### src/sv/lkvc_pkg.sv
// ----------------------------------------------------------------------------
// lkvc_pkg
// Shared types and constants of the LRU key/value cache: item formats,
// register map and the command/status bundle between controller and datapath.
// ----------------------------------------------------------------------------
package lkvc_pkg;

   localparam int KEY_W      = 32;
   localparam int VALUE_W    = 32;
   localparam int CFG_W      = 5;
   localparam int CSR_ADDR_W = 3;
   localparam int CSR_DATA_W = 32;

   localparam logic [CFG_W-1:0] ACTIVE_RESET = 5'd16;

   localparam logic KIND_PUT = 1'b1;

   // register index, taken from paddr[2]
   localparam logic REG_ACTIVE_ENTRIES = 1'b0;

   typedef struct packed {
      logic                      kind;
      logic signed [KEY_W-1:0]   lookup_key;
      logic signed [VALUE_W-1:0] store_value;
   } req_type;

   typedef struct packed {
      logic                      found;
      logic signed [VALUE_W-1:0] read_value;
      logic                      evicted;
      logic signed [KEY_W-1:0]   evicted_key;
   } rsp_type;

   typedef struct packed {
      logic accept;
      logic issue;
      logic pass;
      logic commit;
      logic load_rsp;
   } cmd_type;

   typedef struct packed {
      logic last;
      logic hit;
      logic put;
      logic rsp_busy;
   } status_type;

endpackage

### src/sv/lkvc_ram.sv
// ----------------------------------------------------------------------------
// lkvc_ram
// Generic simple dual-port RAM: one write port, one read port, registered read.
// ----------------------------------------------------------------------------
module lkvc_ram #(
   parameter int WIDTH = 32,
   parameter int DEPTH = 16
) (
   input  logic                                    clock,
   input  logic                                    wr_en,
   input  logic [((DEPTH > 1) ? $clog2(DEPTH) : 1)-1:0] wr_addr,
   input  logic [WIDTH-1:0]                        wr_data,
   input  logic [((DEPTH > 1) ? $clog2(DEPTH) : 1)-1:0] rd_addr,
   output logic [WIDTH-1:0]                        rd_data
);

   logic [WIDTH-1:0] mem_ff [DEPTH];
   logic [WIDTH-1:0] rd_data_ff;

   always_ff @(posedge clock) begin
      if (wr_en) begin
         mem_ff[wr_addr] <= wr_data;
      end
      rd_data_ff <= mem_ff[rd_addr];
   end

   assign rd_data = rd_data_ff;

endmodule

### src/sv/lkvc_ctrl.sv
// ----------------------------------------------------------------------------
// lkvc_ctrl
// Sequencer: search pass over all entries, decision, recency update pass on
// a hit or a put, then hand-off of the result item to the output register.
// ----------------------------------------------------------------------------
module lkvc_ctrl (
   input  logic                   clock,
   input  logic                   reset,
   input  logic                   req_valid,
   output logic                   req_ready,
   input  lkvc_pkg::status_type   status,
   output lkvc_pkg::cmd_type      cmd
);

   typedef enum logic [2:0] {
      S_IDLE,
      S_SCAN,
      S_SCAN_DRAIN,
      S_DECIDE,
      S_PASS,
      S_PASS_DRAIN,
      S_FINISH
   } state_type;

   state_type state_ff, state_in;

   always_comb begin
      state_in  = state_ff;
      cmd       = '0;
      req_ready = 1'b0;
      unique case (state_ff)
         S_IDLE: begin
            req_ready = 1'b1;
            if (req_valid) begin
               cmd.accept = 1'b1;
               state_in   = S_SCAN;
            end
         end
         S_SCAN: begin
            cmd.issue = 1'b1;
            if (status.last) begin
               state_in = S_SCAN_DRAIN;
            end
         end
         S_SCAN_DRAIN: begin
            state_in = S_DECIDE;
         end
         S_DECIDE: begin
            cmd.commit = 1'b1;
            if (status.hit || status.put) begin
               state_in = S_PASS;
            end else begin
               state_in = S_FINISH;
            end
         end
         S_PASS: begin
            cmd.issue = 1'b1;
            cmd.pass  = 1'b1;
            if (status.last) begin
               state_in = S_PASS_DRAIN;
            end
         end
         S_PASS_DRAIN: begin
            cmd.pass = 1'b1;
            state_in = S_FINISH;
         end
         S_FINISH: begin
            if (!status.rsp_busy) begin
               cmd.load_rsp = 1'b1;
               state_in     = S_IDLE;
            end
         end
         default: begin
            state_in = S_IDLE;
         end
      endcase
   end

   always_ff @(posedge clock) begin
      if (reset) begin
         state_ff <= S_IDLE;
      end else begin
         state_ff <= state_in;
      end
   end

endmodule

### src/sv/lkvc_dpath.sv
// ----------------------------------------------------------------------------
// lkvc_dpath
// Datapath: key, value and rank memories, valid bits, occupancy, search
// trackers, rank update pass and the output register.
// ----------------------------------------------------------------------------
module lkvc_dpath #(
   parameter int ENTRIES = 16
) (
   input  logic                          clock,
   input  logic                          reset,
   input  lkvc_pkg::cmd_type             cmd,
   output lkvc_pkg::status_type          status,
   input  lkvc_pkg::req_type             req_data,
   input  logic [lkvc_pkg::CFG_W-1:0]    active_entries,
   input  logic                          rsp_ready,
   output logic                          rsp_valid,
   output lkvc_pkg::rsp_type             rsp_data
);

   localparam int IDX_W  = (ENTRIES > 1) ? $clog2(ENTRIES) : 1;
   localparam int RANK_W = IDX_W;
   localparam int CNT_W  = $clog2(ENTRIES + 1);
   localparam int CMP_W  = (CNT_W > lkvc_pkg::CFG_W) ? CNT_W : lkvc_pkg::CFG_W;

   lkvc_pkg::req_type  req_ff;
   lkvc_pkg::rsp_type  rsp_ff, rsp_in;
   logic               rsp_valid_ff;

   logic [IDX_W-1:0]   addr_ff, probe_ff;
   logic               probe_v_ff;
   logic [ENTRIES-1:0] valid_ff;
   logic [CNT_W-1:0]   occ_ff;

   logic               hit_ff, vic_ff, free_ff, evict_ff, age_all_ff;
   logic [IDX_W-1:0]   hit_idx_ff, vic_idx_ff, free_idx_ff, tgt_ff;
   logic [RANK_W-1:0]  hit_rank_ff, vic_rank_ff, limit_ff;
   logic [lkvc_pkg::KEY_W-1:0] vic_key_ff;

   logic [lkvc_pkg::KEY_W-1:0]   key_rd;
   logic [lkvc_pkg::VALUE_W-1:0] val_rd;
   logic [RANK_W-1:0]            rank_rd, rank_wd;
   logic                         rank_wr, key_wr, val_wr;

   logic               put, last, probe_valid_bit, key_match, scan_act, pass_act;
   logic               evict_now, at_tgt;
   logic [IDX_W-1:0]   tgt_in;
   logic [CMP_W-1:0]   occ_ext, act_ext, cap_ext;

   assign put             = (req_ff.kind == lkvc_pkg::KIND_PUT);
   assign last            = (addr_ff == IDX_W'(ENTRIES - 1));
   assign probe_valid_bit = valid_ff[probe_ff];
   assign key_match       = probe_valid_bit && (key_rd == $unsigned(req_ff.lookup_key));
   assign scan_act        = probe_v_ff && !cmd.pass;
   assign pass_act        = probe_v_ff && cmd.pass;

   // effective capacity: zero counts as one, saturates at ENTRIES
   assign occ_ext = CMP_W'(occ_ff);
   assign act_ext = CMP_W'(active_entries);
   always_comb begin
      priority if (act_ext == '0) begin
         cap_ext = CMP_W'(1);
      end else if (act_ext > CMP_W'(ENTRIES)) begin
         cap_ext = CMP_W'(ENTRIES);
      end else begin
         cap_ext = act_ext;
      end
   end

   assign evict_now = (occ_ext >= cap_ext);
   assign tgt_in    = hit_ff ? hit_idx_ff : (evict_now ? vic_idx_ff : free_idx_ff);
   assign key_wr    = cmd.commit && !hit_ff && put;
   assign val_wr    = cmd.commit && put;

   assign at_tgt  = (probe_ff == tgt_ff);
   assign rank_wr = pass_act &&
                    (at_tgt || (probe_valid_bit && (age_all_ff || (rank_rd < limit_ff))));
   assign rank_wd = at_tgt ? '0 : rank_rd + 1'b1;

   lkvc_ram #(.WIDTH(lkvc_pkg::KEY_W), .DEPTH(ENTRIES)) u_key_ram (
      .clock   (clock),
      .wr_en   (key_wr),
      .wr_addr (tgt_in),
      .wr_data ($unsigned(req_ff.lookup_key)),
      .rd_addr (addr_ff),
      .rd_data (key_rd)
   );

   lkvc_ram #(.WIDTH(lkvc_pkg::VALUE_W), .DEPTH(ENTRIES)) u_value_ram (
      .clock   (clock),
      .wr_en   (val_wr),
      .wr_addr (tgt_in),
      .wr_data ($unsigned(req_ff.store_value)),
      .rd_addr (hit_idx_ff),
      .rd_data (val_rd)
   );

   lkvc_ram #(.WIDTH(RANK_W), .DEPTH(ENTRIES)) u_rank_ram (
      .clock   (clock),
      .wr_en   (rank_wr),
      .wr_addr (probe_ff),
      .wr_data (rank_wd),
      .rd_addr (addr_ff),
      .rd_data (rank_rd)
   );

   always_comb begin
      rsp_in.found       = hit_ff;
      rsp_in.read_value  = (hit_ff && !put) ? $signed(val_rd) : '0;
      rsp_in.evicted     = evict_ff;
      rsp_in.evicted_key = evict_ff ? $signed(vic_key_ff) : '0;
   end

   always_ff @(posedge clock) begin
      if (reset) begin
         addr_ff      <= '0;
         probe_v_ff   <= 1'b0;
         valid_ff     <= '0;
         occ_ff       <= '0;
         hit_ff       <= 1'b0;
         vic_ff       <= 1'b0;
         free_ff      <= 1'b0;
         evict_ff     <= 1'b0;
         rsp_valid_ff <= 1'b0;
      end else begin
         probe_v_ff <= cmd.issue;
         if (cmd.issue) begin
            addr_ff <= last ? '0 : addr_ff + 1'b1;
         end
         if (cmd.accept) begin
            hit_ff   <= 1'b0;
            vic_ff   <= 1'b0;
            free_ff  <= 1'b0;
            evict_ff <= 1'b0;
         end
         if (scan_act) begin
            if (key_match && !hit_ff) begin
               hit_ff <= 1'b1;
            end
            if (probe_valid_bit && (!vic_ff || (rank_rd > vic_rank_ff))) begin
               vic_ff <= 1'b1;
            end
            if (!probe_valid_bit && !free_ff) begin
               free_ff <= 1'b1;
            end
         end
         if (cmd.commit && !hit_ff && put) begin
            valid_ff[tgt_in] <= 1'b1;
            evict_ff         <= evict_now;
            if (!evict_now) begin
               occ_ff <= occ_ff + 1'b1;
            end
         end
         if (cmd.load_rsp) begin
            rsp_valid_ff <= 1'b1;
         end else if (rsp_ready) begin
            rsp_valid_ff <= 1'b0;
         end
      end
   end

   always_ff @(posedge clock) begin
      probe_ff <= addr_ff;
      if (cmd.accept) begin
         req_ff <= req_data;
      end
      if (scan_act) begin
         if (key_match && !hit_ff) begin
            hit_idx_ff  <= probe_ff;
            hit_rank_ff <= rank_rd;
         end
         if (probe_valid_bit && (!vic_ff || (rank_rd > vic_rank_ff))) begin
            vic_idx_ff  <= probe_ff;
            vic_rank_ff <= rank_rd;
            vic_key_ff  <= key_rd;
         end
         if (!probe_valid_bit && !free_ff) begin
            free_idx_ff <= probe_ff;
         end
      end
      if (cmd.commit) begin
         tgt_ff     <= tgt_in;
         limit_ff   <= hit_rank_ff;
         age_all_ff <= !hit_ff;
      end
      if (cmd.load_rsp) begin
         rsp_ff <= rsp_in;
      end
   end

   always_comb begin
      status.last     = last;
      status.hit      = hit_ff;
      status.put      = put;
      status.rsp_busy = rsp_valid_ff && !rsp_ready;
   end

   assign rsp_valid = rsp_valid_ff;
   assign rsp_data  = rsp_ff;

   a_occ_matches_valid: assert property (@(posedge clock) disable iff (reset)
      $countones(valid_ff) == int'(occ_ff))
      else $error("occupancy does not match valid entries");

   a_insert_sets_valid: assert property (@(posedge clock) disable iff (reset)
      cmd.commit && !hit_ff && put |=> valid_ff[tgt_ff])
      else $error("inserted entry not marked valid");

   a_hit_keeps_occ: assert property (@(posedge clock) disable iff (reset)
      cmd.commit && hit_ff |=> $stable(occ_ff))
      else $error("occupancy changed on a hit");

endmodule

### src/sv/lru_key_value_cache.sv
// ----------------------------------------------------------------------------
// lru_key_value_cache
// Fully associative key/value cache with least-recently-used replacement.
// One item at a time; a get miss skips the recency update pass. The result
//   loads into the output register once the output is not stalled, and the
//   next item is accepted the cycle after the result loads.
// Both passes walk the entry memories one entry per cycle through one read port.
// Reset: all entries invalid, occupancy zero, active_entries = 16; no clear pass.
// ----------------------------------------------------------------------------
module lru_key_value_cache #(
   parameter int ENTRIES = 16
) (
   input  logic                                clock,
   input  logic                                reset,
   input  logic                                req_valid,
   output logic                                req_ready,
   input  lkvc_pkg::req_type                   req_data,
   output logic                                rsp_valid,
   input  logic                                rsp_ready,
   output lkvc_pkg::rsp_type                   rsp_data,
   input  logic                                psel,
   input  logic                                penable,
   input  logic                                pwrite,
   input  logic [lkvc_pkg::CSR_ADDR_W-1:0]     paddr,
   input  logic [lkvc_pkg::CSR_DATA_W-1:0]     pwdata,
   output logic [lkvc_pkg::CSR_DATA_W-1:0]     prdata,
   output logic                                pready
);

   logic [lkvc_pkg::CFG_W-1:0] active_ff;
   logic                       reg_sel;
   lkvc_pkg::cmd_type          cmd;
   lkvc_pkg::status_type       status;

   assign reg_sel = (paddr[2] == lkvc_pkg::REG_ACTIVE_ENTRIES);
   assign pready  = 1'b1;
   assign prdata  = reg_sel ? lkvc_pkg::CSR_DATA_W'(active_ff) : '0;

   always_ff @(posedge clock) begin
      if (reset) begin
         active_ff <= lkvc_pkg::ACTIVE_RESET;
      end else if (psel && penable && pwrite && pready && reg_sel) begin
         active_ff <= pwdata[lkvc_pkg::CFG_W-1:0];
      end
   end

   lkvc_ctrl u_ctrl (
      .clock     (clock),
      .reset     (reset),
      .req_valid (req_valid),
      .req_ready (req_ready),
      .status    (status),
      .cmd       (cmd)
   );

   lkvc_dpath #(.ENTRIES(ENTRIES)) u_dpath (
      .clock          (clock),
      .reset          (reset),
      .cmd            (cmd),
      .status         (status),
      .req_data       (req_data),
      .active_entries (active_ff),
      .rsp_ready      (rsp_ready),
      .rsp_valid      (rsp_valid),
      .rsp_data       (rsp_data)
   );

endmodule
### config.mk
export PLATFORM = sky130hd
export DESIGN_NAME = lru_key_value_cache
export DESIGN_NICKNAME = d
export VERILOG_FILES = /design/src/sv/lkvc_pkg.sv /design/src/sv/lkvc_ram.sv /design/src/sv/lkvc_ctrl.sv /design/src/sv/lkvc_dpath.sv /design/src/sv/lru_key_value_cache.sv
export SDC_FILE = /design/constraint.sdc
export NUM_CORES = 1
export LEC_CHECK = 0
export ABC_AREA = 1
export BUFFER_PORTS_ARGS = -buffer_cell sky130_fd_sc_hd__clkbuf_2
export CAP_MARGIN = 5
export CELL_PAD_IN_SITES_DETAIL_PLACEMENT = 0
export CELL_PAD_IN_SITES_GLOBAL_PLACEMENT = 2
export CORE_AREA = 2 2 530 374
export DETAILED_ROUTE_END_ITERATION = 8
export DIE_AREA = 0 0 532 376
export PLACE_DENSITY_LB_ADDON = 0.1
export SKIP_LAST_GASP = 1
export SLEW_MARGIN = 40
export SYNTH_ARGS = -nofsm -noshare
export SYNTH_HDL_FRONTEND = slang
export SYNTH_HIERARCHICAL = 1
export SYNTH_SLANG_ARGS = --single-unit
### constraint.sdc
create_clock -name clock -period 18.75 [get_ports clock]
set_input_delay 0.9375 -clock clock [delete_from_list [all_inputs] [get_ports clock]]
set_output_delay 0.9375 -clock clock [all_outputs]
set_load 0.03 [all_outputs]
==> run summary, run 1 <==
Req. time, crit path -> 19.13 ns
H-tree depth -> 4
Synth Area in Adders -> 0.00322
Arr. time, crit path -> 4.57 ns
RSZ-0062 raised after global routing -> no
CP Class -> reg2reg
Synth warn -> 6
Post-synth cell types -> 43
F_max -> 239 MHz
Number of synthesized flops with an enable pin -> 1280
Post-CTS setup repair buffer count -> 0
Met3 routed WL -> 6730 um
Worst-margin pin slew -> 0.915 ns
Max-cap violations -> 0
Simple-Gate Fraction of Synth Area -> 0.194
CTS tree -> done
Vias per Instance -> 4.33
Top FF cell, synth -> edfxtp_1
I/O Pins -> 208
Die ar. -> 0.200 mm^2
DP HPWL -> 89600 um
Final Util -> 0.341
Die width -> 532 um
Crit path buffers/inverters -> 3
Placeable Area -> 0.195 mm^2
Period utilisation layout -> 0.223
Antenna Violating Nets Remaining -> 0
RD Place Congestion -> 0.720
CTS clk-pin slew, worst paths -> 0.05 ns
Tot Pwr -> 8.10 mW
Hold/Removal Path Class -> in2reg
Crit path cell chain -> or4_1 -> o21ai_0 -> ha_1 -> inv_1 -> nand2_1 -> nand2_2 -> nand3_4 -> inv_2 -> nand2_1 -> nand3_2 -> nand2_2 -> nand3b_1 -> nor2_4 -> buf_4
M1 WL -> 91500 um
Post_cts resized -> 0
Detailed Routing Iterations Pass 1 -> 6
I/O Buffers -> 150
Setup_tns -> 0 ns
Top sig layer -> met4
Antenna violations before repair -> 8
Initial Util -> 0.298
Worst vdd rail ir drop -> 0.107 mV
Clock skew -> 0.0270 ns
Crit-path max FO -> 24
CP delay by family, top -> simple AND/OR/NAND/NOR gates
Top cells by area, synth -> edfxtp_1 66%, nand2_1 10%, nand3_1 7.4%
Metal2 WL -> 73500 um
Fin. max-slew vios -> 0
Hold Buf Count CTS -> 0
Largest net degree at the start of global routing -> 144
CP Capture Type -> register
Minimum clock period -> 4.19 ns
Sink Count -> 1391
Vias in the first global route -> 34.5k
Asr flop ratio synth -> 0
XOR/XNOR Fraction of Synth Area -> 0.00436
Largest stage delay, worst path -> 0.61 ns
Synthesis-to-finish area growth -> 14.3%
Final hold violation count -> 0
Share of cells above drive strength 1 -> 0.0976
Total DRC errors in the routed layout -> 0
Clock root buffer -> clkbuf_16
Final Setup Violations -> 0
Nets -> 5679
Pwr dens -> 122 mW/mm^2
Slowest CP cell -> buf_4
Maximum clock insertion buffer count -> 3
DRT iter0 DRCs -> 2451
First-pass GRT wire length -> 251000 um
Compound-gate portion of the synthesized area -> 0.00486
Crit path launch type -> register
Post-Syn Instances -> 5405
Clock Latency Late Sink -> 0.77 ns
Multiplexer share of the synthesized area -> 0
Average size of a mapped cell -> 10.8 um^2
Status -> finished, final reports clean
Diode count -> 0
Sequential fraction of the synthesis area -> 0.698
P_leak -> 27.5 nW
Total Routing Usage GR -> 0.173
Cell accounting for the most synthesized area -> edfxtp_1
Final WL -> 175000 um
Vias -> 35.9k
Synth Register Bits -> 1391
Die height -> 376 um
Rel. slew slack -> 0.390
Yosys top cell area share -> 0.660
Largest family of logic cells by synthesized area -> simple AND/OR/NAND/NOR gates
Synthesized area -> 0.0582 mm^2
WL per Instance -> 21.0 um
Std cell rows -> 136
CTS buffer count -> 155
GRT Residual Overflow -> 0
## layer usage
metal / track usage / vias up
li1: - / 17726
met1: 0.268 / 17432
met2: 0.255 / 590
met3: 0.0246 / 196
met4: 0.0362 / 0
met5: 0 / -
## final timing paths
check / slack, ns / cells past startpoint / startpoint / end
worst min register to register: 0.41 / 0 / u_dpath/hit_rank_ff[2]$_DFFE_PP_ / u_dpath/limit_ff[2]$_DFFE_PP_
worst min-delay path: 0.34 / 1 / req_data[8] / u_dpath/req_ff[8]$_DFFE_PP_
worst max register to register: 14.56 / 14 / active_ff[1]$_SDFFE_PP0P_ / u_dpath/u_value_ram/mem_ff[7][6]$_DFFE_PP_
worst max-delay path: 14.56 / 14 / active_ff[1]$_SDFFE_PP0P_ / u_dpath/u_value_ram/mem_ff[7][6]$_DFFE_PP_
## stage by stage
step	instances	setup WS (ns)	hold slack [ns]	area, um^2
floorplan	5431	10.72	0.400	58300
global placement	8018	13.92	0.402	61500
detailed placement	8021	14.18	0.405	61600
CTS	8309	14.20	0.265	66500
global route	8310	14.19	0.281	66600
finish	8310	14.56	0.340	66600
## sequential cells by signal (all words and copies together) (netlist names), 32 cells and up
register                     flops
u_dpath/u_value_ram/rd_data     32
u_dpath/u_value_ram/mem_ff     512
u_dpath/rsp_data                66
u_dpath/u_rank_ram/mem_ff       64
u_dpath/u_key_ram/mem_ff       512
u_dpath/u_key_ram/rd_data       32
u_dpath/vic_key_ff              32
u_dpath/req_ff                  64
## worst register-to-register path, stage by stage, from the launching register on
cell and delay, ns:
dfxtp_1 0.33, or4_1 0.54, o21ai_0 0.25, ha_1 0.28
inv_1 0.05, nand2_1 0.05, nand2_2 0.14, nand3_4 0.16
inv_2 0.10, nand2_1 0.06, nand3_2 0.06, nand2_2 0.18
nand3b_1 0.47, nor2_4 0.47, buf_4 0.62
## layout make-up
type,count,area (um^2)
clock inverter,59,450
multi-input combinational,2788,12400
tap,2622,3280
inverter,984,3730
sequential,1391,40700
timing repair buffer,237,1520
fill,19622,129000
clock buffer,229,4480
## cell usage after synthesis (2+ instances only)
cell	number
ha_1	15
nor2_4	2
a21oi_1	21
or2_2	12
nand2_1	1551
nor3_1	11
edfxtp_1	1280
buf_2	89
and3_1	2
buf_12	2
o21ai_0	17
nor2_2	5
buf_6	62
nand2_2	14
xnor2_1	18
inv_1	973
inv_2	7
nand3_2	4
buf_1	28
o211ai_1	6
dfxtp_1	111
inv_4	2
inv_6	2
nand3b_1	8
buf_4	51
nor2_1	182
nand4_1	14
nand3_1	856
conb_1	2
xor2_1	11
clkbuf_1	35
## cell families (layout without fill, tap and decap cells)
family,count (synthesis),count (layout)
AOI/OAI and AO/OA,49,49
xor gates and xnor gates,29,29
adders and majority gates,15,15
buffers and inverters,1252,1509
DFF,1391,1391
other,2,28
and+or+nand+nor,2667,2667
## placed cells by master, fill, tap and decap left out, types with 5 or more instances in the layout
master,instances
o21ai_0,17
clkbuf_16,163
clkbuf_8,15
a21oi_1,21
or2_2,12
nor2_2,6
nor2_1,148
ha_1,15
clkbuf_2,149
nand4_1,14
xnor2_1,18
bufinv_16,5
o211ai_1,6
nor3_1,11
buf_6,20
clkinv_2,28
xor2_1,11
nor2_4,35
nand3b_1,8
dfxtp_1,106
nand2_1,1551
edfxtp_1,1280
clkinv_1,17
clkbuf_1,51
inv_2,8
conb_1,28
buf_4,63
nand3_1,856
nand2_2,14
inv_6,6
inv_1,968
## report_power, final
group | total [mW] | internal, mW | switching [mW]
Sequential | 3.90 | 3.68 | 0.221
Combinational | 1.22 | 0.323 | 0.900
Clock | 2.98 | 1.72 | 1.26
Total | 8.10 | 5.72 | 2.38
Power figures use the tool's default switching activity.
==> inputs of run 2 (changes only) <==
--- a/config.mk
+++ b/config.mk
@@ -5,14 +5,14 @@
 export SDC_FILE = /design/constraint.sdc
 export NUM_CORES = 1
 export LEC_CHECK = 0
-export ABC_AREA = 1
+export ABC_AREA = 0
 export BUFFER_PORTS_ARGS = -buffer_cell sky130_fd_sc_hd__clkbuf_2
 export CAP_MARGIN = 5
 export CELL_PAD_IN_SITES_DETAIL_PLACEMENT = 0
 export CELL_PAD_IN_SITES_GLOBAL_PLACEMENT = 2
-export CORE_AREA = 2 2 530 374
+export CORE_AREA = 2 2 500 353
 export DETAILED_ROUTE_END_ITERATION = 8
-export DIE_AREA = 0 0 532 376
+export DIE_AREA = 0 0 502 355
 export PLACE_DENSITY_LB_ADDON = 0.1
 export SKIP_LAST_GASP = 1
 export SLEW_MARGIN = 40
==> constraint.sdc (replaced) <==
create_clock -name clock -period 3.5 [get_ports clock]
set_input_delay 0.175 -clock clock [delete_from_list [all_inputs] [get_ports clock]]
set_output_delay 0.175 -clock clock [all_outputs]
set_load 0.03 [all_outputs]
==> run summary, run 2 <==
Synth Register Bits -> 1391
Minimum clock period -> 3.29 ns
Final hold violation count -> 0
I/O Buffers -> 150
Vias -> 25.2k
Largest stage delay, worst path -> 0.55 ns
Top sig layer -> met4
Number of synthesized flops with an enable pin -> 1280
Top-count cell post-synth -> edfxtp_1
Most frequent cells in the layout -> 1280 x edfxtp_1, 258 x mux4_2, 154 x clkbuf_16
Largest net degree at the start of global routing -> 96
F_max -> 304 MHz
Nets -> 3004
Worst-margin pin slew -> 0.867 ns
Die ar. -> 0.178 mm^2
Die width -> 502 um
Period utilisation layout -> 0.941
Antenna Violating Nets Remaining -> 0
Clock root buffer -> clkbuf_16
Net switching power -> 7.34 mW
GRT Residual Overflow -> 0
Die height -> 355 um
Asr flop ratio synth -> 0
P_leak -> 20.4 nW
Vias in the first global route -> 26.3k
Synthesized area -> 0.0517 mm^2
Crit path cell chain -> inv_1 -> nand2_1 -> ha_1 -> and4_1 -> o21a_1 -> o21ai_1 -> nand2_1 -> mux2_2 -> or3b_2 -> buf_4 -> nor2_4 -> buf_4
Rel. slew slack -> 0.422
Sequential share of power -> 0.517
Post-Syn Instances -> 2434
Cell-internal power -> 28.6 mW
Placeable Area -> 0.173 mm^2
I/O Pins -> 208
Most common cell after layout, fill and taps aside -> edfxtp_1
Clock Latency Late Sink -> 0.78 ns
Met3 routed WL -> 6920 um
RSZ-0062 raised after global routing -> no
Worst vdd rail ir drop -> 0.399 mV
Hold depth -> 2
Hold_ws -> 0.112 ns
DP HPWL -> 88100 um
Final Util -> 0.364
Yosys top cell area share -> 0.744
Total Routing Usage GR -> 0.153
Std cell rows -> 128
Arr. time, crit path -> 3.75 ns
CTS clk-pin slew, worst paths -> 0.05 ns
Detailed Routing Iterations Pass 1 -> 5
Maximum clock insertion buffer count -> 3
Total DRC errors in the routed layout -> 0
Initial Util -> 0.299
Top FF cell, synth -> edfxtp_1
Status -> finished, final reports clean
Switching share of power -> 0.204
Fin. max-slew vios -> 0
CP Capture Type -> register
CP Class -> reg2reg
Share of cells above drive strength 1 -> 0.294
Clk pwr share -> 0.451
Placed cells -> 4994
Clock skew -> 0.0364 ns
Synth warn -> 6
Post-synth cell types -> 62
Worst Reg2Reg Path Length in Cells -> 12
Slowest CP cell -> or3b_2
Vias per Instance -> 4.71
Metal2 WL -> 58200 um
CTS tree -> done
Pwr dens -> 570 mW/mm^2
Sequential fraction of the synthesis area -> 0.787
Req. time, crit path -> 3.96 ns
RD Place Congestion -> 0.745
Top cells by area, synth -> edfxtp_1 74%, mux4_2 11%, dfxtp_1 4.3%
WL per Instance -> 25.5 um
Sink Count -> 1391
DRT iter0 DRCs -> 2168
Crit path launch type -> register
First-pass GRT wire length -> 194000 um
Average size of a mapped cell -> 21.2 um^2
Final std cells w/o fill -> 5342
Hold/Removal Path Class -> in2reg
Crit-path max FO -> 10
Synth top cells by count -> 1280 x edfxtp_1, 258 x mux4_2, 132 x a22oi_1
Max-cap violations -> 0
M1 WL -> 68900 um
Fillers -> 15.8k
Worst slack at placement -> 0.0253 ns
Final Setup Violations -> 0
Final worst slack -> 0.205 ns
CTS buffer count -> 147
H-tree depth -> 4
Logic pwr share -> 0.032
Cell accounting for the most synthesized area -> edfxtp_1
Final WL -> 136000 um
Antenna violations before repair -> 5
Synthesis-to-finish area growth -> 21.8%
## run 2: cell count changes in the layout (fill, tap and decap cells not counted), sizes merged, moves of 119 or more
| cell | delta |
|---|---|
| a22oi | +132 |
| mux4 | +276 |
| nand2 | -1475 |
| inv | -960 |
| nand3 | -844 |
| nor2 | -119 |
## run 2: final cells by class
cell class / instances / area [um^2] / area share
sequential: 1391 / 40700 / 0.646
timing repair buffer: 413 / 3640 / 0.0578
clock buffer: 198 / 4110 / 0.0652
inverter: 24 / 90.1 / 0.00143
clock inverter: 69 / 898 / 0.0143
tap: 2340 / 2930 / 0.0465
antenna: 2 / 5.00 / 0.0000795
multi-input combinational: 905 / 10600 / 0.169
## run 2: path summary, 6_finish.rpt
kind                                                  startpoint                                          end  slack, ns
worst max-delay path                   active_ff[4]$_SDFFE_PP1P_  u_dpath/u_value_ram/mem_ff[3][25]$_DFFE_PP_       0.21
worst min register to register  u_dpath/hit_rank_ff[1]$_DFFE_PP_                u_dpath/limit_ff[1]$_DFFE_PP_       0.43
worst min-delay path                                req_data[39]                 u_dpath/req_ff[39]$_DFFE_PP_       0.11
worst max register to register         active_ff[4]$_SDFFE_PP1P_  u_dpath/u_value_ram/mem_ff[3][25]$_DFFE_PP_       0.21
## run 2: critical path: cells and delay by family, from the launching register on
family	cells	cell delay, ns
AND/OR/NAND/NOR	5	1.16
buffers and inverters	3	0.52
multiplexers	1	0.37
AO/OA/AOI/OAI	2	0.32
flip-flops	1	0.31
adder cells (fa/ha/maj)	1	0.29
## run 2: cells by family after synthesis
| group | synth area share |
|---|---|
| compound gates | 0.0279 |
| xor+xnor | 0.00746 |
| fa+ha+maj | 0.00363 |
| buf+inv | 0.0173 |
| flops | 0.787 |
| mux | 0.124 |
| other cells | 0.000145 |
| simple gates | 0.0331 |
## run 2: timing repair
action                                  CTS  global route
cloned                                    0             1
hold buffers                             78             0
buffers inserted                          0             0
endpoints found under the setup margin    3           710
hold endpoints to repair                 89             0
resized for setup                         1             6
pin swaps                                 0             1
## run 2: per-stage QoR
step / setup TNS [ns] / cell area, um^2 / power (mW)
finish: 0 / 63000 / 35.9
global route: 0 / 63000 / 37.2
floorplan: -178.99 / 52000 / 19.4
CTS: 0 / 62900 / 36.4
global placement: -0.132 / 57000 / 20.0
detailed placement: 0 / 57100 / 20.0
## run 2: power by group through the flow
stage	combinational [mW]	sequential (mW)	clock [mW]
after floorplan	0.646	18.8	0
after global placement	1.09	18.9	0
after detailed placement	1.10	18.9	0
after CTS	1.17	18.6	16.7
after global routing	1.24	18.6	17.4
final	1.15	18.5	16.2
## run 2: layer usage
layer / up-vias / track usage
met3: 167 / 0.0310
met1: 13519 / 0.238
met5: - / 0
met2: 633 / 0.217
met4: 0 / 0.0382
li1: 10840 / -
